File: src/qse_pkg.sv
// ----------------------------------------------------------------------------
// Quoted string escape decoder package
// Shared payload types, result kind codes and queue sizing.
// ----------------------------------------------------------------------------
package qse_pkg;

   localparam int NumSlots = 5;
   localparam int CmdDepth = 4;
   localparam int CmdPtrW = $clog2(CmdDepth);
   localparam int CmdCntW = $clog2(CmdDepth + 1);
   localparam int SlotIdxW = $clog2(NumSlots);
   localparam int SlotCntW = $clog2(NumSlots + 1);

   localparam logic [1:0] KIND_DATA = 2'd0;
   localparam logic [1:0] KIND_CLOSE = 2'd1;
   localparam logic [1:0] KIND_ERROR = 2'd2;

   typedef struct packed {
      logic [7:0] ch;
      logic       first;
      logic       text_end;
   } req_type;

   typedef struct packed {
      logic [7:0] out_byte;
      logic [1:0] kind;
      logic       last;
   } rsp_type;

   typedef struct packed {
      logic [7:0] data;
      logic [1:0] kind;
   } slot_type;

   typedef struct packed {
      slot_type [NumSlots-1:0] slots;
      logic [SlotCntW-1:0]     count;
   } cmd_type;

   typedef enum logic [3:0] {
      PH_IDLE = 4'b0001,
      PH_BODY = 4'b0010,
      PH_ESC  = 4'b0100,
      PH_HEX  = 4'b1000
   } phase_type;

endpackage

File: src/qse_front.sv
// ----------------------------------------------------------------------------
// Quoted string escape decoder front end
// Tracks the string phase, decodes escapes and hex code points, and builds
// one command with the ordered results of each accepted byte that has any.
// ----------------------------------------------------------------------------
module qse_front (
   input  logic              clock,
   input  logic              reset,
   input  logic              req_push,
   output logic              req_full,
   input  qse_pkg::req_type  req_data,
   output logic              cmd_push,
   input  logic              cmd_full,
   output qse_pkg::cmd_type  cmd_data
);

   localparam logic [7:0] ChBackslash = 8'h5C;
   localparam logic [7:0] ChSquote = 8'h27;
   localparam logic [7:0] ChDquote = 8'h22;

   qse_pkg::phase_type phase_ff, phase_in;
   logic [7:0]  quote_ff, quote_in;
   logic [31:0] accum_ff, accum_in;
   logic [3:0]  left_ff, left_in;

   logic        accept;
   logic        pre_err;
   logic        tail_on;
   logic [1:0]  tail_kind;
   logic [2:0]  nbytes;
   logic [3:0][7:0] bytes;
   logic        hex_ok;
   logic [3:0]  hex_val;
   logic [31:0] acc_next;
   logic [3:0]  left_next;

   function automatic logic [34:0] utf8_encode(input logic [31:0] cp_raw);
      logic [20:0] cp;
      logic [34:0] r;
      if ((cp_raw >= 32'hD800 && cp_raw <= 32'hDFFF) || cp_raw > 32'h10FFFF) begin
         cp = 21'h00FFFD;
      end else begin
         cp = cp_raw[20:0];
      end
      r = '0;
      if (cp < 21'h80) begin
         r[34:32] = 3'd1;
         r[7:0] = cp[7:0];
      end else if (cp < 21'h800) begin
         r[34:32] = 3'd2;
         r[7:0] = 8'hC0 | {3'b000, cp[10:6]};
         r[15:8] = 8'h80 | {2'b00, cp[5:0]};
      end else if (cp < 21'h10000) begin
         r[34:32] = 3'd3;
         r[7:0] = 8'hE0 | {4'b0000, cp[15:12]};
         r[15:8] = 8'h80 | {2'b00, cp[11:6]};
         r[23:16] = 8'h80 | {2'b00, cp[5:0]};
      end else begin
         r[34:32] = 3'd4;
         r[7:0] = 8'hF0 | {5'b00000, cp[20:18]};
         r[15:8] = 8'h80 | {2'b00, cp[17:12]};
         r[23:16] = 8'h80 | {2'b00, cp[11:6]};
         r[31:24] = 8'h80 | {2'b00, cp[5:0]};
      end
      return r;
   endfunction

   assign req_full = cmd_full;
   assign accept = req_push && !cmd_full;

   always_comb begin
      hex_ok = 1'b1;
      hex_val = 4'd0;
      case (req_data.ch) inside
         [8'h30:8'h39]: hex_val = req_data.ch[3:0];
         [8'h41:8'h46], [8'h61:8'h66]: hex_val = req_data.ch[3:0] + 4'd9;
         default: hex_ok = 1'b0;
      endcase
   end

   assign acc_next = {accum_ff[27:0], hex_val};
   assign left_next = left_ff - 4'd1;

   always_comb begin
      logic [34:0] enc;
      phase_in = phase_ff;
      quote_in = quote_ff;
      accum_in = accum_ff;
      left_in = left_ff;
      pre_err = 1'b0;
      tail_on = 1'b0;
      tail_kind = qse_pkg::KIND_CLOSE;
      nbytes = 3'd0;
      bytes = '0;
      enc = utf8_encode(acc_next);
      if (req_data.first) begin
         pre_err = (phase_ff != qse_pkg::PH_IDLE);
         quote_in = req_data.ch;
         phase_in = qse_pkg::PH_BODY;
         accum_in = '0;
         left_in = '0;
      end else begin
         case (phase_ff)
            qse_pkg::PH_BODY: begin
               if (req_data.ch == quote_ff) begin
                  tail_on = 1'b1;
                  tail_kind = qse_pkg::KIND_CLOSE;
                  phase_in = qse_pkg::PH_IDLE;
               end else if (req_data.ch == ChBackslash) begin
                  phase_in = qse_pkg::PH_ESC;
               end else begin
                  nbytes = 3'd1;
                  bytes[0] = req_data.ch;
               end
            end
            qse_pkg::PH_ESC: begin
               phase_in = qse_pkg::PH_BODY;
               nbytes = 3'd1;
               case (req_data.ch)
                  8'h6E: bytes[0] = 8'h0A;
                  8'h72: bytes[0] = 8'h0D;
                  8'h74: bytes[0] = 8'h09;
                  8'h62: bytes[0] = 8'h08;
                  8'h66: bytes[0] = 8'h0C;
                  8'h78: begin
                     nbytes = 3'd0;
                     phase_in = qse_pkg::PH_HEX;
                     accum_in = '0;
                     left_in = 4'd2;
                  end
                  8'h75: begin
                     nbytes = 3'd0;
                     phase_in = qse_pkg::PH_HEX;
                     accum_in = '0;
                     left_in = 4'd4;
                  end
                  8'h55: begin
                     nbytes = 3'd0;
                     phase_in = qse_pkg::PH_HEX;
                     accum_in = '0;
                     left_in = 4'd8;
                  end
                  ChBackslash, ChSquote, ChDquote: bytes[0] = req_data.ch;
                  default: begin
                     nbytes = 3'd2;
                     bytes[0] = ChBackslash;
                     bytes[1] = req_data.ch;
                  end
               endcase
            end
            qse_pkg::PH_HEX: begin
               if (!hex_ok) begin
                  tail_on = 1'b1;
                  tail_kind = qse_pkg::KIND_ERROR;
                  phase_in = qse_pkg::PH_IDLE;
                  accum_in = '0;
                  left_in = '0;
               end else begin
                  accum_in = acc_next;
                  left_in = left_next;
                  if (left_next == 4'd0) begin
                     nbytes = enc[34:32];
                     bytes = enc[31:0];
                     phase_in = qse_pkg::PH_BODY;
                  end
               end
            end
            default: phase_in = qse_pkg::PH_IDLE;
         endcase
      end
      if (req_data.text_end && phase_in != qse_pkg::PH_IDLE) begin
         tail_on = 1'b1;
         tail_kind = qse_pkg::KIND_ERROR;
         phase_in = qse_pkg::PH_IDLE;
         accum_in = '0;
         left_in = '0;
      end
   end

   always_comb begin
      logic [2:0] j;
      for (int s = 0; s < qse_pkg::NumSlots; s++) begin
         cmd_data.slots[s].data = '0;
         cmd_data.slots[s].kind = qse_pkg::KIND_DATA;
         j = 3'(s) - {2'b00, pre_err};
         if (pre_err && s == 0) begin
            cmd_data.slots[s].kind = qse_pkg::KIND_ERROR;
         end else if (j < nbytes) begin
            cmd_data.slots[s].data = bytes[j[1:0]];
         end else if (j == nbytes && tail_on) begin
            cmd_data.slots[s].kind = tail_kind;
         end
      end
      cmd_data.count = {2'b00, pre_err} + nbytes + {2'b00, tail_on};
   end

   assign cmd_push = accept && (cmd_data.count != '0);

   always_ff @(posedge clock) begin
      if (reset) begin
         phase_ff <= qse_pkg::PH_IDLE;
         quote_ff <= '0;
         accum_ff <= '0;
         left_ff <= '0;
      end else if (accept) begin
         phase_ff <= phase_in;
         quote_ff <= quote_in;
         accum_ff <= accum_in;
         left_ff <= left_in;
      end
   end

endmodule

File: src/qse_fifo.sv
// ----------------------------------------------------------------------------
// Quoted string escape decoder command queue
// A short queue that decouples the front end from the result sequencer.
// ----------------------------------------------------------------------------
module qse_fifo (
   input  logic              clock,
   input  logic              reset,
   input  logic              push,
   output logic              full,
   input  qse_pkg::cmd_type  push_data,
   output logic              valid,
   input  logic              pop,
   output qse_pkg::cmd_type  head_data
);

   qse_pkg::cmd_type entry_ff [qse_pkg::CmdDepth];
   logic [qse_pkg::CmdPtrW-1:0] wr_ptr_ff, rd_ptr_ff;
   logic [qse_pkg::CmdCntW-1:0] count_ff, count_in;
   logic do_push, do_pop;

   assign full = (count_ff == qse_pkg::CmdCntW'(qse_pkg::CmdDepth));
   assign valid = (count_ff != '0);
   assign do_push = push && !full;
   assign do_pop = pop && valid;
   assign head_data = entry_ff[rd_ptr_ff];

   always_comb begin
      count_in = count_ff;
      if (do_push && !do_pop) begin
         count_in = count_ff + 1'b1;
      end else if (do_pop && !do_push) begin
         count_in = count_ff - 1'b1;
      end
   end

   always_ff @(posedge clock) begin
      if (do_push) begin
         entry_ff[wr_ptr_ff] <= push_data;
      end
   end

   always_ff @(posedge clock) begin
      if (reset) begin
         wr_ptr_ff <= '0;
         rd_ptr_ff <= '0;
         count_ff <= '0;
      end else begin
         count_ff <= count_in;
         if (do_push) begin
            wr_ptr_ff <= wr_ptr_ff + 1'b1;
         end
         if (do_pop) begin
            rd_ptr_ff <= rd_ptr_ff + 1'b1;
         end
      end
   end

endmodule

File: src/qse_back.sv
// ----------------------------------------------------------------------------
// Quoted string escape decoder result sequencer
// Walks the results of the head command one per cycle into the output
// register, while that register is empty or being popped.
// ----------------------------------------------------------------------------
module qse_back (
   input  logic              clock,
   input  logic              reset,
   input  logic              cmd_valid,
   output logic              cmd_pop,
   input  qse_pkg::cmd_type  cmd_data,
   output logic              rsp_empty,
   input  logic              rsp_pop,
   output qse_pkg::rsp_type  rsp_data
);

   logic [qse_pkg::SlotIdxW-1:0] idx_ff;
   logic out_valid_ff;
   qse_pkg::rsp_type out_ff, out_in;
   logic load;
   logic at_last;

   assign load = cmd_valid && (!out_valid_ff || rsp_pop);
   assign at_last = ({1'b0, idx_ff} == cmd_data.count - 1'b1);
   assign cmd_pop = load && at_last;

   always_comb begin
      out_in.out_byte = cmd_data.slots[idx_ff].data;
      out_in.kind = cmd_data.slots[idx_ff].kind;
      out_in.last = at_last;
   end

   assign rsp_empty = !out_valid_ff;
   assign rsp_data = out_ff;

   always_ff @(posedge clock) begin
      if (load) begin
         out_ff <= out_in;
      end
   end

   always_ff @(posedge clock) begin
      if (reset) begin
         idx_ff <= '0;
         out_valid_ff <= 1'b0;
      end else begin
         if (load) begin
            out_valid_ff <= 1'b1;
            idx_ff <= at_last ? '0 : idx_ff + 1'b1;
         end else if (rsp_pop) begin
            out_valid_ff <= 1'b0;
         end
      end
   end

endmodule

File: src/quoted_string_escape_to_utf8_unit.sv
// ----------------------------------------------------------------------------
// Quoted string escape to UTF-8 decoder
// Decodes quoted string literals with backslash and hex escapes into UTF-8.
//
//   Channel   Ports                          Transfer when
//   input     req_push req_full req_data     req_push && !req_full
//   result    rsp_empty rsp_pop rsp_data     rsp_pop && !rsp_empty
//
// One input byte is accepted per cycle while the command queue has room.
// Each byte gives zero to five results, sent one per cycle by the sequencer
// while the output register is empty or being popped.
// Results pass through the command queue and then the output register.
// Reset is synchronous and clears the phase, the queue and the output valid flag.
// ----------------------------------------------------------------------------
module quoted_string_escape_to_utf8_unit (
   input  logic              clock,
   input  logic              reset,
   input  logic              req_push,
   output logic              req_full,
   input  qse_pkg::req_type  req_data,
   output logic              rsp_empty,
   input  logic              rsp_pop,
   output qse_pkg::rsp_type  rsp_data
);

   logic cmd_push, cmd_full, cmd_valid, cmd_pop;
   qse_pkg::cmd_type cmd_in, cmd_head;

   qse_front u_front (
      .clock    (clock),
      .reset    (reset),
      .req_push (req_push),
      .req_full (req_full),
      .req_data (req_data),
      .cmd_push (cmd_push),
      .cmd_full (cmd_full),
      .cmd_data (cmd_in)
   );

   qse_fifo u_fifo (
      .clock     (clock),
      .reset     (reset),
      .push      (cmd_push),
      .full      (cmd_full),
      .push_data (cmd_in),
      .valid     (cmd_valid),
      .pop       (cmd_pop),
      .head_data (cmd_head)
   );

   qse_back u_back (
      .clock     (clock),
      .reset     (reset),
      .cmd_valid (cmd_valid),
      .cmd_pop   (cmd_pop),
      .cmd_data  (cmd_head),
      .rsp_empty (rsp_empty),
      .rsp_pop   (rsp_pop),
      .rsp_data  (rsp_data)
   );

endmodule
File: config.mk
export PLATFORM = sky130hd
export DESIGN_NAME = quoted_string_escape_to_utf8_unit
export DESIGN_NICKNAME = d
export VERILOG_FILES = /design/src/qse_pkg.sv /design/src/qse_front.sv /design/src/qse_fifo.sv /design/src/qse_back.sv /design/src/quoted_string_escape_to_utf8_unit.sv
export SDC_FILE = /design/constraint.sdc
export NUM_CORES = 1
export LEC_CHECK = 0
export ABC_AREA = 1
export BUFFER_PORTS_ARGS = -buffer_cell sky130_fd_sc_hd__buf_2
export CAP_MARGIN = 20
export CORE_UTILIZATION = 55
export DETAILED_ROUTE_END_ITERATION = 8
export GPL_ROUTABILITY_DRIVEN = 0
export GPL_TIMING_DRIVEN = 0
export PLACE_DENSITY_LB_ADDON = 0.25
export SYNTH_ARGS = -nofsm -noshare
export SYNTH_HDL_FRONTEND = slang
export SYNTH_SLANG_ARGS = --single-unit
File: constraint.sdc
create_clock -name clock -period 5.61 [get_ports clock]
set_clock_uncertainty 0.2 [all_clocks]
set_input_delay 0.2805 -clock clock [delete_from_list [all_inputs] [get_ports clock]]
set_output_delay 0.2805 -clock clock [all_outputs]
set_load 0.05 [all_outputs]
Word-level counts from Yosys, hierarchy flattened --
Memories as Yosys holds them, arrays and structs flattened. A register that Yosys moved wholly into a read port is not among the register bits. Index checks and enable logic that the tools add are counted.
Cells by class: add/subtract/negate cells 15, magnitude comparators 23, equal/unequal tests 26, mux-type cells 97, reduce and logical (&&, ||, !) cells 38
Operator list (number):
- $mux W8 | 16
- $mux W28 | 4
- $mux W32 | 3
- $bmux W8 S2 | 5
- $eq A8 B7 Y1 const B | 9
- $pmux W28 S2 | 1
- $pmux W8 S7 | 1
- $mux W16 | 3
- $mux W4 | 12
- $mux W2 | 17
- $ge A32 B16 Y1 const B | 1
- $gt A32 B21 Y1 const B | 1
- $le A32 B16 Y1 const B | 1
- $bmux W10 S3 | 1
- $mux W3 | 10
- $mux W24 | 1
- $pmux W4 S3 | 2
- $pmux W8 S3 | 1
- $mux W22 | 1
- $lt A21 B12 Y1 const B | 1
- $lt A21 B17 Y1 const B | 1
- $lt A21 B8 Y1 const B | 1
- $mux W21 | 1
- $logic_and A1 B1 Y1 | 18
- other kinds (48) | 87
Word-level totals: register bits 66, memory bits (writable) 212, bits of input ports 14, word-level logic and storage cells 212, memories kept 1
Memory list:
- u_fifo.entry_ff | words 4, width 53, read ports 1, clocked after memory_dff 1, wr ports 1, line qse_fifo.sv:16 | qse_pkg::cmd_type entry_ff [qse_pkg::CmdDepth];

Logic depth before layout (Yosys ltp) --
Gate-level depths: netlist of run 1.
depth in word-level cells 26, gate-level depth with buffers 32

By module --
A second synthesis of run 1 with hierarchy kept.
Second synthesis, totals: cells, all modules 1381, area, all modules 13457.9 µm²
Modules (own cells, without submodules):
- qse_fifo | times used 1, cells each 582, area each 8519.4 µm², seq. area each 6546.3 µm²
- qse_front | times used 1, cells each 638, area each 3873.7 µm², seq. area each 880.8 µm²
- qse_back | times used 1, cells each 161, area each 1064.8 µm², seq. area each 410.4 µm²

Worst setup path before layout of run 1 --
No wires, ideal clock.
path type in2reg, from input port req_data[2] (netlist name), to memory u_fifo.entry_ff[0][0] (netlist name), enable pin, arrival 4.846 ns, slack 0.102 ns, cell stages on the path 23, buffers on the path 2, cells stage by stage buf_2 -> inv_1 -> ha_1 -> inv_1 -> nor2_1 -> nand2_1 -> nand2_1 -> nand2_1 -> nand2_1 -> nand3_4 -> nand3_4 -> inv_2 -> a21oi_4 -> nor2_8 -> nor2_4 -> inv_2 -> ha_1 -> clkbuf_1 -> ha_1 -> nor2_1 -> nand3_2 -> nand2_2 -> nor2_1
RTL lines:
- from (decl) | line quoted_string_escape_to_utf8_unit.sv:20 | input qse_pkg::req_type req_data,
- to (decl) | line qse_fifo.sv:16

Worst setup path in the final report of run 1 --
from register u_front.accum_ff[13], to memory u_fifo.entry_ff[0][8] (netlist name), enable pin
On the way: word-level cells in the longest chain between the ends 19, elaborated cells between the ends (all ways) 23
RTL lines:
- from (decl) | line qse_front.sv:23 | logic [31:0] accum_ff, accum_in;
- from (signal assigned) | line qse_front.sv:208 | accum_ff <= accum_in;
- $ge A32 B16 Y1 or $le A32 B16 Y1 (tied branches) | line qse_front.sv:40 | if ((cp_raw >= 32'hD800 && cp_raw <= 32'hDFFF) || cp_raw > 32'h10FFFF) begin
- $logic_and A1 B1 Y1 | line qse_front.sv:40
- $logic_or A1 B1 Y1 | line qse_front.sv:40
- $mux W21 (*) | line qse_front.sv:40
- $lt A21 B17 Y1 | line qse_front.sv:53 | end else if (cp < 21'h10000) begin
- $mux W3 | line qse_front.sv:53
- $mux W3 | line qse_front.sv:49 | end else if (cp < 21'h800) begin
- $mux W3 (*) | line qse_front.sv:46 | if (cp < 21'h80) begin
- [... 3 more ...]
- $mux W3 (*) | line qse_front.sv:96 | if (req_data.first) begin
- $add A1 B3 Y3 (*) | line qse_front.sv:194 | cmd_data.count = {2'b00, pre_err} + nbytes + {2'b00, tail_on};
- $add A3 B1 Y3 (*) | line qse_front.sv:194
- $reduce_bool A3 Y1 (*) | line qse_front.sv:197 | assign cmd_push = accept && (cmd_data.count != '0);
- $logic_and A1 B1 Y1 (*) | line qse_front.sv:197
- $logic_and A1 B1 Y1 (*) | line qse_fifo.sv:23 | assign do_push = push && !full;
- $mux W1 (*) | line qse_fifo.sv:37 | if (do_push) begin
- $mux W1 (not written as such) (*) | line qse_fifo.sv:38 | entry_ff[wr_ptr_ff] <= push_data;
Mark *: on every way between the ends. The rest lies on a longest branch, timed or not.

==> results of run 1 <==
## cells in the mapped netlist (15+ instances only)
cell | instances | area [um2]
nand3_1 | 79 | 395
o22ai_1 | 52 | 325
a21oi_1 | 58 | 290
dfxtp_1 | 57 | 1140
clkbuf_1 | 45 | 169
nor2_1 | 244 | 916
edfxtp_1 | 219 | 6580
nand2_1 | 173 | 649
inv_1 | 84 | 315
ha_1 | 15 | 188
o21ai_0 | 161 | 806
inv_2 | 15 | 56.3
## worst reg2reg max path, stage by stage (launching register included)
cell      delay, ps
dfxtp_1         390
nor2_2          160
nand2_2          80
nand2_4          90
inv_2            50
nor3_4          290
nand3_4         240
nand2_4         150
nand2_2          70
a21oi_4         180
nor2_8           60
nor2_4          140
inv_2            60
ha_1            180
clkbuf_1         90
ha_1            200
inv_1            60
nand3_1         110
nand3_2         180
nand2_2         180
nor2_4          720
buf_12          300
## metal layers
metal  GRT usage, %  vias up  part of all wire (%)
met5              0        -                     0
met4           10.6        0                   4.0
met3           3.81       92                   8.7
met2           44.7      479                    47
met1           37.3     4767                    41
li1               -     4827                     -
## cell families (layout without fill, tap and decap cells)
kind of cell | count (synthesis) | in the layout | synth area share (%)
AOI/OAI and AO/OA | 298 | 298 | 12.6
xor gates and xnor gates | 13 | 13 | 0.875
and+or+nand+nor | 565 | 565 | 19.8
adders and majority gates | 16 | 16 | 1.60
other | 1 | 52 | 0.0288
buffers and inverters | 174 | 262 | 5.72
DFF | 276 | 276 | 59.3
## state kept, by name, indices dropped and copies added, names as in the netlist, named ones only
name                 cells
u_fifo.entry_ff        208
u_front.accum_ff        28
u_back.rsp_data         11
u_front.quote_ff         8
u_front.left_ff          4
u_front.phase_ff         4
u_back.idx_ff            3
u_fifo.count_ff          3
u_fifo.rd_ptr_ff         2
u_fifo.wr_ptr_ff         2
u_back.out_valid_ff      1
## report_power, final
group	internal, mW	switching, mW
clock network	1.24	0.772
registers	2.34	0.0612
logic	0.295	0.820
## metrics by stage
stage | hold WS, ps | total power [mW] | instance area, um2 | setup WS [ps] | instances
floorplan | 236 | 3.20 | 13200 | 102 | 1394
global placement | 255 | 3.50 | 13700 | -2130 | 1729
detailed placement | 260 | 3.54 | 13900 | 718 | 1736
CTS | 12.2 | 5.53 | 15000 | 1090 | 1795
global route | 51.2 | 5.73 | 15000 | 826 | 1795
finish | 30.1 | 5.53 | 15000 | 1090 | 1795
## cell type report
cell class / instances / share of cell area (%)
Clock inverter: 15 / 1.61
Timing Repair Buffer: 36 / 2.18
Buffer: 69 / 2.26
Inverter: 105 / 2.72
Clock buffer: 37 / 5.11
Sequential cell: 276 / 51.6
Tap cell: 313 / 2.62
Multi-Input combinational cell: 944 / 31.9
## path summary, 6_finish.rpt
kind                                                         from                          endpoint  cells after the start
worst max-delay path            u_front.accum_ff[13]$_SDFFE_PP0P_   u_fifo.entry_ff[0][8]$_DFFE_PP_                     21
worst min-delay path                                  req_data[2]  u_front.quote_ff[0]$_SDFFE_PP0P_                      4
worst max register to register  u_front.accum_ff[13]$_SDFFE_PP0P_   u_fifo.entry_ff[0][8]$_DFFE_PP_                     21
worst min register to register   u_front.quote_ff[5]$_SDFFE_PP0P_  u_front.quote_ff[5]$_SDFFE_PP0P_                      2
==> summary.md, run 1 <==
| Metric | Value |
|---|---|
| GRT Total Usage | `27.4%` |
| Post-synth EDFFs | `219` |
| Post-synthesis sequential area ratio | `59.3%` |
| Post-CTS resize count | `0` |
| Largest net degree at the start of global routing | `30` |
| Multi-input logic area | `about 0.0048 mm2` |
| Fin crit share | `between 80% and 90%` |
| Power per cell area | `between 300 and 400 mW/mm2` |
| Vias per std cell | `around 5.7` |
| Most used DFF post-synth | `edfxtp_1` |
| Final Util | `approximately two thirds` |
| Number of global-route vias before repair | `9504` |
| Setup CP Type | `reg2reg` |
| First-pass GRT wire length | `50700 um` |
| Worst-path clk slew | `approximately 60 ps` |
| Starting DRC count in detailed routing | `~1100` |
| Setup TNS | `0 ps` |
| DRT antenna net count | `0` |
| Buffers on Ports | `22` |
| Flops & latches, synth | `276` |
| Die H | `156 um` |
| Synthesis Warnings | `0` |
| Die area | `0.0243 mm2` |
| RSZ-0062 raised after global routing | `no` |
| Worst EP required | `5640 ps` |
| Post-synth cell types | `51` |
| Final Hold Fails | `0` |
| Post-CTS Setup Inserts | `0` |
| Crit-path cells | `nor2_2 -> nand2_2 -> nand2_4 -> inv_2 -> nor3_4 -> nand3_4 -> nand2_4 -> nand2_2 -> a21oi_4 -> nor2_8 -> nor2_4 -> inv_2 -> ha_1 -> clkbuf_1 -> ha_1 -> inv_1 -> nand3_1 -> nand3_2 -> nand2_2 -> nor2_4 -> buf_12` |
| Initial antenna violation count | `0` |
| CP arrival | `4550 ps` |
| Slew Viols, Final | `0` |
| Lkg Pwr | `about 5.7 nW` |
| Final net count | `1490` |
| Synth Cell Area | `roughly 0.013 mm2` |
| Min Tclk post-route | `roughly 4500 ps` |
| Crit. End Element | `flop` |
| FF/Latch Area | `0.00772 mm2` |
| Worst Hold Class | `in2reg` |
| H-tree levels | `1` |
| Ant diodes | `0` |
| Mapped Cells | `1343` |
| Fmax | `221 MHz` |
| CTS Buffer Depth | `3` |
| Vias post-DR | `10165` |
| # rows | `55` |
| WL per Instance | `18.2 um` |
| I/O Pins | `27` |
| Grt ovf | `0` |
| Maximum vdd ir drop | `approximately 0.00026 V` |
| FILL cells | `1812` |
| Commonest cells after routing, fill and taps aside | `nor2_1 (240), edfxtp_1 (219), nand2_1 (173)` |
| HPWL Detailed | `22500 um` |
| Asr flop ratio synth | `0%` |
| Die width | `156 um` |
| Initial Util | `56.8%` |
| Most used cell, CP | `nand2_2` |
| CTS Hold Buffers Added | `7` |
| Remaining DRCs | `0` |
| Worst Path Buf+Inv | `5` |
| Share of layout cells above drive strength 1 | `between 10% and 20%` |
| Max_cap viols | `0` |
| Syn Area/Cell | `9.69 um2` |
| CTS tree | `done` |
| Clock Latency Late Sink | `roughly 550 ps` |
| TritonRoute pass-1 iters | `6` |
| Worst slew pin tran | `867 ps` |
| CP top delay family | `simple AND/OR/NAND/NOR gates` |
| Root Buffer | `clkbuf_16` |
| TritonCTS Buffers | `28` |
| Setup violations, final | `0` |
| Core area | `0.0229 mm2` |
| Crit-path slowest cell | `nor2_4` |
| Relative slew slack | `42.0%` |
| Clock sink count | `276` |
| Reg2Reg Setup Slack | `1090 ps` |
| Peak per-stage delay on the critical path | `around 720 ps` |
| Post-Route WL | `32700 um` |
| CP Launch Type | `flop` |
| Status | `completed` |
| Area Growth Syn to Fin | `15.0%` |
| Max FO, Critical Path | `28` |
| Most common cell after layout, fill and taps aside | `nor2_1` |
Power figures use the tool's default switching activity.
==> run 2: changes to the inputs <==
--- a/config.mk
+++ b/config.mk
@@ -5,7 +5,7 @@
 export SDC_FILE = /design/constraint.sdc
 export NUM_CORES = 1
 export LEC_CHECK = 0
-export ABC_AREA = 1
+export ABC_AREA = 0
 export BUFFER_PORTS_ARGS = -buffer_cell sky130_fd_sc_hd__buf_2
 export CAP_MARGIN = 20
 export CORE_UTILIZATION = 55
==> constraint.sdc (replaced) <==
create_clock -name clock -period 4.1 [get_ports clock]
set_clock_uncertainty 0.2 [all_clocks]
set_input_delay 0.205 -clock clock [delete_from_list [all_inputs] [get_ports clock]]
set_output_delay 0.205 -clock clock [all_outputs]
set_load 0.05 [all_outputs]
==> run 2 against run 1 <==
Net effect:
- the run now ends with setup timing left
- worst setup slack worse by 1100 ps
- cell area decreased by 4.6%
- cell count fell by 28%
==> summary.md, run 2 <==
| Metric | Value |
|---|---|
| Fmax | `244 MHz (+10%)` |
| Peak per-stage delay on the critical path | `640 ps (-80 ps)` |
| Top reg by flops | `u_fifo.entry_ff` |
| Clock Latency Late Sink | `540 ps (about the same)` |
| Clock network fraction of total power | `36.0% (-0.4 points)` |
| Worst Hold Depth | `4 (unchanged)` |
| Die H | `151 um (-2.8%)` |
| Post-synth EDFFs | `219 (unchanged)` |
| FF-to-FF path depth | `14 (-33%)` |
| Crit-path cells | `nor4_4 -> nand2b_1 -> and3_4 -> a311o_1 -> a2bb2oi_4 -> nand2_2 -> ha_4 -> clkbuf_1 -> ha_2 -> xor2_2 -> o31a_4 -> buf_4 -> buf_6 -> and2_4` |
| Worst Hold Class | `in2reg` |
| Min Tclk post-route | `4100 ps (-419 ps)` |
| Final WS setup | `-0.739 ps (-1090 ps)` |
| Area contributors post-synth | `edfxtp_1 (54%), mux4_2 (11%), dfxtp_1 (9.3%), a21oi_1 (1.9%), nand2_1 (1.8%)` |
| Initial antenna violation count | `0 (unchanged)` |
| FILL cells | `1589 (-12%)` |
| Status | `finished, violations left` |
| Vias per std cell | `5.99 (+5.8%)` |
| Pwr Total | `6.52 mW (+18%)` |
| Post-route cell area | `0.0143 mm2 (-4.6%)` |
| Maximum vdd ir drop | `0.000236 V (-7.5%)` |
| GRT Total Usage | `24.6% (-2.8 points)` |
| Grt ovf | `0 (unchanged)` |
| First-pass GRT wire length | `42100 um (-17%)` |
| Mapped Cells | `857 (-36%)` |
| Max FO, Critical Path | `52 (+86%)` |
| Final net count | `1020 (-32%)` |
| Worst-path clk slew | `60 ps (about the same)` |
| CP top delay family | `simple AND/OR/NAND/NOR gates` |
| Number of global-route vias before repair | `7492 (-21%)` |
| Final Util | `65.4% (+0.11 points)` |
| Lkg Pwr | `4.97 nW (-13%)` |
| Sw power | `1.66 mW (+0.65%)` |
| Max_cap viols | `0 (unchanged)` |
| RSZ-0062 raised after global routing | `yes` |
| Top-count cell post-synth | `edfxtp_1` |
| CP Launch Type | `flop` |
| Initial Util | `56.2% (-0.54 points)` |
| Largest net degree at the start of global routing | `53 (+77%)` |
| Failing checks | `setup timing` |
| Post-Place Cell Area | `0.0131 mm2 (-5.9%)` |
| Most used DFF post-synth | `edfxtp_1` |
| Area Growth Syn to Fin | `16.3%` |
| Slew Viols, Final | `0 (unchanged)` |
| Share of layout cells above drive strength 1 | `21.8% (+10 points)` |
| Synth Cell Area | `0.0123 mm2 (-5.7%)` |
| Crit Reg-Reg Startpoint | `u_front.accum_ff[14]$_SDFFE_PP0P_` |
| DRT antenna net count | `0 (unchanged)` |
| Post-synthesis sequential area ratio | `62.9% (+3.6 points)` |
| Switching Share | `25.5% (-4.4 points)` |
| Power per cell area | `457 mW/mm2 (+24%)` |
| Buffers on Ports | `24 (+9.1%)` |
| Flops & latches, synth | `276 (unchanged)` |
| Hold Crit Endpoint | `u_front.quote_ff[5]$_SDFFE_PP0P_` |
| Comb pwr share | `14.9% (-5.3 points)` |
| Asr flop ratio synth | `0% (unchanged)` |
| Reg2Reg Setup Slack | `-0.7 ps (-1090 ps)` |
| CTS Buffer Depth | `3 (unchanged)` |
| Worst slew pin tran | `955 ps (+87.5 ps)` |
| Final Hold Fails | `0 (unchanged)` |
| Remaining DRCs | `0 (unchanged)` |
| CTS tree | `done` |
| Syn Area/Cell | `14.3 um2 (+48%)` |
| Die area | `0.0229 mm2 (-5.6%)` |
| Commonest cells in the netlist | `edfxtp_1 (219), mux4_2 (61), nand2_1 (59)` |
| Core area | `0.0218 mm2 (-4.8%)` |
| Post-Route WL | `27100 um (-17%)` |
| Relative slew slack | `36.3% (-5.7 points)` |
| Register share of total power | `49.1% (+5.6 points)` |
| Most common cell after layout, fill and taps aside | `edfxtp_1` |
| Setup TNS | `-0.774 ps (-0.774 ps)` |
| HPWL Detailed | `17600 um (-22%)` |
| Internal power | `4.86 mW (+25%)` |
| Post-synth cell types | `79 (+55%)` |
| Ant diodes | `0 (unchanged)` |
| Starting DRC count in detailed routing | `715 (-36%)` |
| H-tree levels | `1 (unchanged)` |
| Setup CP Type | `reg2reg` |
| Crit. End Element | `flop` |
| TritonCTS Buffers | `27 (-3.6%)` |
| Multi-input logic area | `0.00457 mm2 (-4.4%)` |
| FF/Latch Area | `0.00773 mm2 (+0.15%)` |
| Crit-path slowest cell | `and2_4` |
| Post-synth top area cell | `edfxtp_1` |
| Fin crit share | `100% (+19 points)` |
| I/O Pins | `27 (unchanged)` |
| Root Buffer | `clkbuf_16` |
| Vias post-DR | `7732 (-24%)` |
| CP arrival | `4060 ps (-490 ps)` |
| Commonest cells after routing, fill and taps aside | `edfxtp_1 (219), mux4_2 (61), nand2_1 (56)` |
| Clock sink count | `276 (unchanged)` |
| # rows | `54 (-1.8%)` |
| Share of the synthesized area in the top cell type | `53.6% (+3.0 points)` |
| Critical path origin | `u_front.accum_ff[14]$_SDFFE_PP0P_` |
| Worst EP required | `4060 ps (-1580 ps)` |
| Setup violations, final | `2 (+2)` |
| Hold_sp | `req_data[7]` |
| WL per Instance | `21.0 um (+15%)` |
| Die width | `151 um (-2.8%)` |
| Number of flip-flops in the largest register | `208 (unchanged)` |
| Worst Path Buf+Inv | `3 (-2)` |
| TritonRoute pass-1 iters | `6 (unchanged)` |
| R2r endpoint | `u_fifo.entry_ff[1][7]$_DFFE_PP_` |
| Synthesis Warnings | `0 (unchanged)` |
[run 2: metrics by stage]
| step | cells | worst slack, ps | hold slack, ps |
|---|---|---|---|
| after global placement | 1212 | -948 | 256 |
| after CTS | 1280 | 4.29 | 3.09 |
| after global routing | 1290 | -192 | 19.8 |
| final | 1290 | -0.739 | 22.5 |
| after floorplan | 908 | 10.3 | 177 |
| after detailed placement | 1215 | -685 | 264 |
[run 2: layer usage]
metal,GRT usage (%),routed length [um],vias up
li1,-,-,3563
met1,34.2,11500,3814
met2,41.1,13400,303
met3,3.16,1640,52
met4,6.30,562,0
met5,0,0,-
[run 2: repair_timing]
item | CTS | global route
resized for setup | 14 | 16
hold buffers | 11 | 0
hold endpoints to repair | 14 | 0
pin swaps | 8 | 17
setup buffers | 7 | 9
gates cloned | 0 | 0
endpoints found under the setup margin | 210 | 188
[run 2: worst max path at each step]
stage / end / slack [ps] / cells after the start
after floorplan: u_fifo.count_ff[2]$_SDFFE_PP0P_ / 10 / 20
after global placement: u_fifo.entry_ff[1][45]$_DFFE_PP_ / -950 / 16
after detailed placement: u_fifo.count_ff[2]$_SDFFE_PP0P_ / -690 / 21
after CTS: u_fifo.count_ff[2]$_SDFFE_PP0P_ / 4 / 17
after global routing: u_fifo.count_ff[2]$_SDFFE_PP0P_ / -190 / 17
final: u_fifo.entry_ff[1][7]$_DFFE_PP_ / -0.7 / 14
[run 2: layout make-up]
class                           instances  share of cell area [%]
Clock inverter                         12                   0.614
Sequential cell                       276                    54.1
Inverter                               45                    1.20
Timing Repair Buffer                   56                    2.95
Clock buffer                           37                    5.28
Buffer                                 45                    1.37
Tap cell                              280                    2.45
Multi-Input combinational cell        539                    32.0
[run 2: cells by family (layout without fill, tap and decap cells)]
logic type,after synthesis,after routing,synth area share (%)
DFF,276,276,62.9
and+or+nand+nor,206,206,8.79
AOI/OAI and AO/OA,174,174,10.1
buffers and inverters,93,195,3.01
muxes,70,70,12.0
xor gates and xnor gates,21,21,1.56
adders and majority gates,16,16,1.69
other,1,52,0.0306
[run 2: worst min-delay path, delay by kind of cell]
kind                   cells  cell delay (ps)
AND/OR/NAND/NOR            1              100
AO/OA/AOI/OAI              1               60
buffers and inverters      2              340
[run 2: power by group through the flow]
stage                     Clock, mW  Sequential [mW]  Combinational, mW
after CTS                      2.37             3.20              0.971
after floorplan                   0             3.41              0.545
after global placement            0             3.26              0.910
after detailed placement          0             3.26              0.952
final                          2.35             3.20              0.972
after global routing           2.49             3.22               1.05
==> run 3: changes to the inputs <==
--- a/config.mk
+++ b/config.mk
@@ -13,6 +13,7 @@
 export GPL_ROUTABILITY_DRIVEN = 0
 export GPL_TIMING_DRIVEN = 0
 export PLACE_DENSITY_LB_ADDON = 0.25
+export SKIP_LAST_GASP = 1
 export SYNTH_ARGS = -nofsm -noshare
 export SYNTH_HDL_FRONTEND = slang
 export SYNTH_SLANG_ARGS = --single-unit
==> constraint.sdc (replaced) <==
create_clock -name clock -period 5.3 [get_ports clock]
set_clock_uncertainty 0.2 [all_clocks]
set_input_delay 0.265 -clock clock [delete_from_list [all_inputs] [get_ports clock]]
set_output_delay 0.265 -clock clock [all_outputs]
set_load 0.05 [all_outputs]
==> run 3 against run 2 <==
Net effect:
- global-route usage is 0.98 points lower
- cell count is 1.2% lower
- the flow now finishes without violations
- die area stayed put
- count of clock-buffer cells in the layout is 5 lower
- clock power is 18% lower
- worst setup slack better by 290 ps
- critical path depth is 5 higher
- routed wire length is 4.2% lower
- flip-flop and latch count stayed put
- combinational power is 25% lower
- sequential share of layout area is 1.1 points higher
==> summary.md, run 3 (synthesis gave the netlist of run 2 again) <==
| Metric | Value |
|---|---|
| Final Hold Fails | `0 (unchanged)` |
| FILL cells | `1624 (+2.2%)` |
| Remaining DRCs | `0 (unchanged)` |
| Critical path origin | `u_front.accum_ff[19]$_SDFFE_PP0P_` |
| Worst EP required | `5570 ps (+1510 ps)` |
| CP Launch Type | `flop` |
| WL per Instance | `20.4 um (-3.0%)` |
| Area Growth Syn to Fin | `13.8%` |
| DRT antenna net count | `0 (unchanged)` |
| H-tree levels | `1 (unchanged)` |
| Post-route cell area | `0.0140 mm2 (-2.2%)` |
| Clock sink count | `276 (unchanged)` |
| Lkg Pwr | `4.81 nW (-3.1%)` |
| Power per cell area | `367 mW/mm2 (-20%)` |
| Die H | `151 um (unchanged)` |
| Setup CP Type | `reg2reg` |
| Commonest cells after routing, fill and taps aside | `edfxtp_1 (219), mux4_2 (61), nand2_1 (59)` |
| Root Buffer | `clkbuf_16` |
| Post-CTS Setup Inserts | `0 (-7)` |
| DP Worst Slack | `-21.3 ps (+664 ps)` |
| Die area | `0.0229 mm2 (unchanged)` |
| Number of flip-flops in the largest register | `208 (unchanged)` |
| Final net count | `1002 (-1.8%)` |
| I/O Pins | `27 (unchanged)` |
| Share of layout cells above drive strength 1 | `16.8% (-5.0 points)` |
| Max_cap viols | `0 (unchanged)` |
| Starting DRC count in detailed routing | `697 (-2.5%)` |
| Crit Reg-Reg Startpoint | `u_front.accum_ff[19]$_SDFFE_PP0P_` |
| Initial Util | `56.2% (unchanged)` |
| CTS tree | `done` |
| Number of global-route vias before repair | `7380 (-1.5%)` |
| Relative slew slack | `34.1% (-2.2 points)` |
| CTS Buffer Depth | `3 (unchanged)` |
| TritonCTS Buffers | `28 (+3.7%)` |
| Max FO, Critical Path | `10 (-81%)` |
| Core area | `0.0218 mm2 (unchanged)` |
| Setup violations, final | `0 (-2)` |
| CP arrival | `5280 ps (+1220 ps)` |
| Fmax | `200 MHz (-18%)` |
| Largest net degree at the start of global routing | `53 (unchanged)` |
| Post-Route WL | `26000 um (-4.2%)` |
| R2r endpoint | `u_fifo.count_ff[2]$_SDFFE_PP0P_` |
| Top reg by flops | `u_fifo.entry_ff` |
| Reg2Reg Setup Slack | `290 ps (+290 ps)` |
| Most common cell after layout, fill and taps aside | `edfxtp_1` |
| Crit. End Element | `flop` |
| Status | `completed` |
| FF-to-FF path depth | `19 (+5)` |
| Initial antenna violation count | `0 (unchanged)` |
| HPWL Detailed | `17100 um (-3.0%)` |
| Maximum vdd ir drop | `0.000399 V (+69%)` |
| First-pass GRT wire length | `40900 um (-2.9%)` |
| Ant diodes | `0 (unchanged)` |
| Post-Place Cell Area | `0.0130 mm2 (-0.79%)` |
| # rows | `54 (unchanged)` |
| Slew Viols, Final | `0 (unchanged)` |
| TritonRoute pass-1 iters | `5 (-1)` |
| Worst slew pin tran | `988 ps (+33.7 ps)` |
| Die width | `151 um (unchanged)` |
| Worst-path clk slew | `60 ps (about the same)` |
| Vias post-DR | `7650 (-1.1%)` |
| Worst Hold Class | `in2reg` |
| GRT Total Usage | `23.6% (-0.98 points)` |
| Final WS setup | `292 ps (+293 ps)` |
| Fin crit share | `94.5% (-5.5 points)` |
| Critical path capture point | `u_fifo.count_ff[2]$_SDFFE_PP0P_` |
| Min Tclk post-route | `5010 ps (+907 ps)` |
| Grt ovf | `0 (unchanged)` |
| Vias per std cell | `6.00 (+0.18%)` |
| Clock Latency Late Sink | `550 ps (about the same)` |
| Buffers on Ports | `24 (unchanged)` |
| RSZ-0062 raised after global routing | `no` |
-- run 3: cell count changes in the layout (fill, tap and decap cells not counted), sizes merged --
cell / previous run / this run
buf: 63 / 47
clkinv: 8 / 16
dlygate4sd3: 11 / 6
bufinv: 1 / 3
clkbuf: 63 / 61
clkinvlp: 2 / 0
clkdlybuf4s15: 1 / 0
-- run 3: how the worst min path moves through the flow --
stage,cells after the start,from,end,slack [ps]
floorplan,2,req_data[0],u_front.phase_ff[1]$_SDFFE_PP0P_,240
global placement,2,u_front.quote_ff[1]$_SDFFE_PP0P_,u_front.quote_ff[1]$_SDFFE_PP0P_,260
detailed placement,2,u_front.quote_ff[1]$_SDFFE_PP0P_,u_front.quote_ff[1]$_SDFFE_PP0P_,260
CTS,4,req_data[9],u_front.quote_ff[7]$_SDFFE_PP0P_,10
global route,4,req_data[9],u_front.quote_ff[7]$_SDFFE_PP0P_,50
finish,4,req_data[6],u_front.quote_ff[4]$_SDFFE_PP0P_,30
-- run 3: final cells by class --
type	count	area, um2	share of cell area, %
plain buffers	48	199	1.43
clock inverters	20	194	1.39
flip-flops and latches	276	7720	55.3
well taps	280	350	2.51
repair buffers	34	216	1.55
multi-input cells	539	4400	31.5
clock buffers	32	716	5.13
inverters	45	171	1.23
-- run 3: power breakdown --
group          total (mW)  internal [mW]  switching [mW]
Sequential           2.47           2.44          0.0356
Clock                1.92           1.12           0.799
Combinational       0.729          0.269           0.461
Total                5.12           3.83            1.30
-- run 3: stage by stage --
stage	hold WS, ps	power (mW)	TNS, ps	utilization [%]	instances
3_5_place_dp	262	3.25	-21.3	59.4	1213
3_3_place_gp	257	3.22	-239420	59.3	1212
6_report	26.0	5.12	0	64.0	1274
5_1_grt	51.9	5.30	0	64.0	1274
4_1_cts	9.74	5.15	0	63.8	1271
2_1_floorplan	237	3.05	0	-	908
-- run 3: routing by layer --
metal | track usage (%) | vias to the layer above | wire length (um)
met5 | 0 | - | 0
met4 | 6.60 | 0 | 643
met3 | 3.37 | 55 | 1630
met2 | 38.7 | 280 | 12600
met1 | 33.1 | 3795 | 11000
li1 | - | 3520 | -
-- run 3: what timing repair did --
action,in CTS,in global routing
setup endpoints to repair,0,1
endpoints found under the hold margin,9,0
hold buffers,6,0
gates resized for setup,0,2
-- run 3: critical path: stages, from the launching register on --
cell       delay (ps)
dfxtp_1           330
nor4_1            330
and3_1            220
clkbuf_1          240
and3_1            330
clkbuf_2          280
a311o_1           190
a2bb2oi_1         340
nand2_1           150
ha_1              230
clkbuf_1           90
ha_1              200
xor2_2            290
o31a_4            220
ha_1              190
inv_1              70
fa_1              430
xor2_1            180
or3_1             300
a21oi_1           130
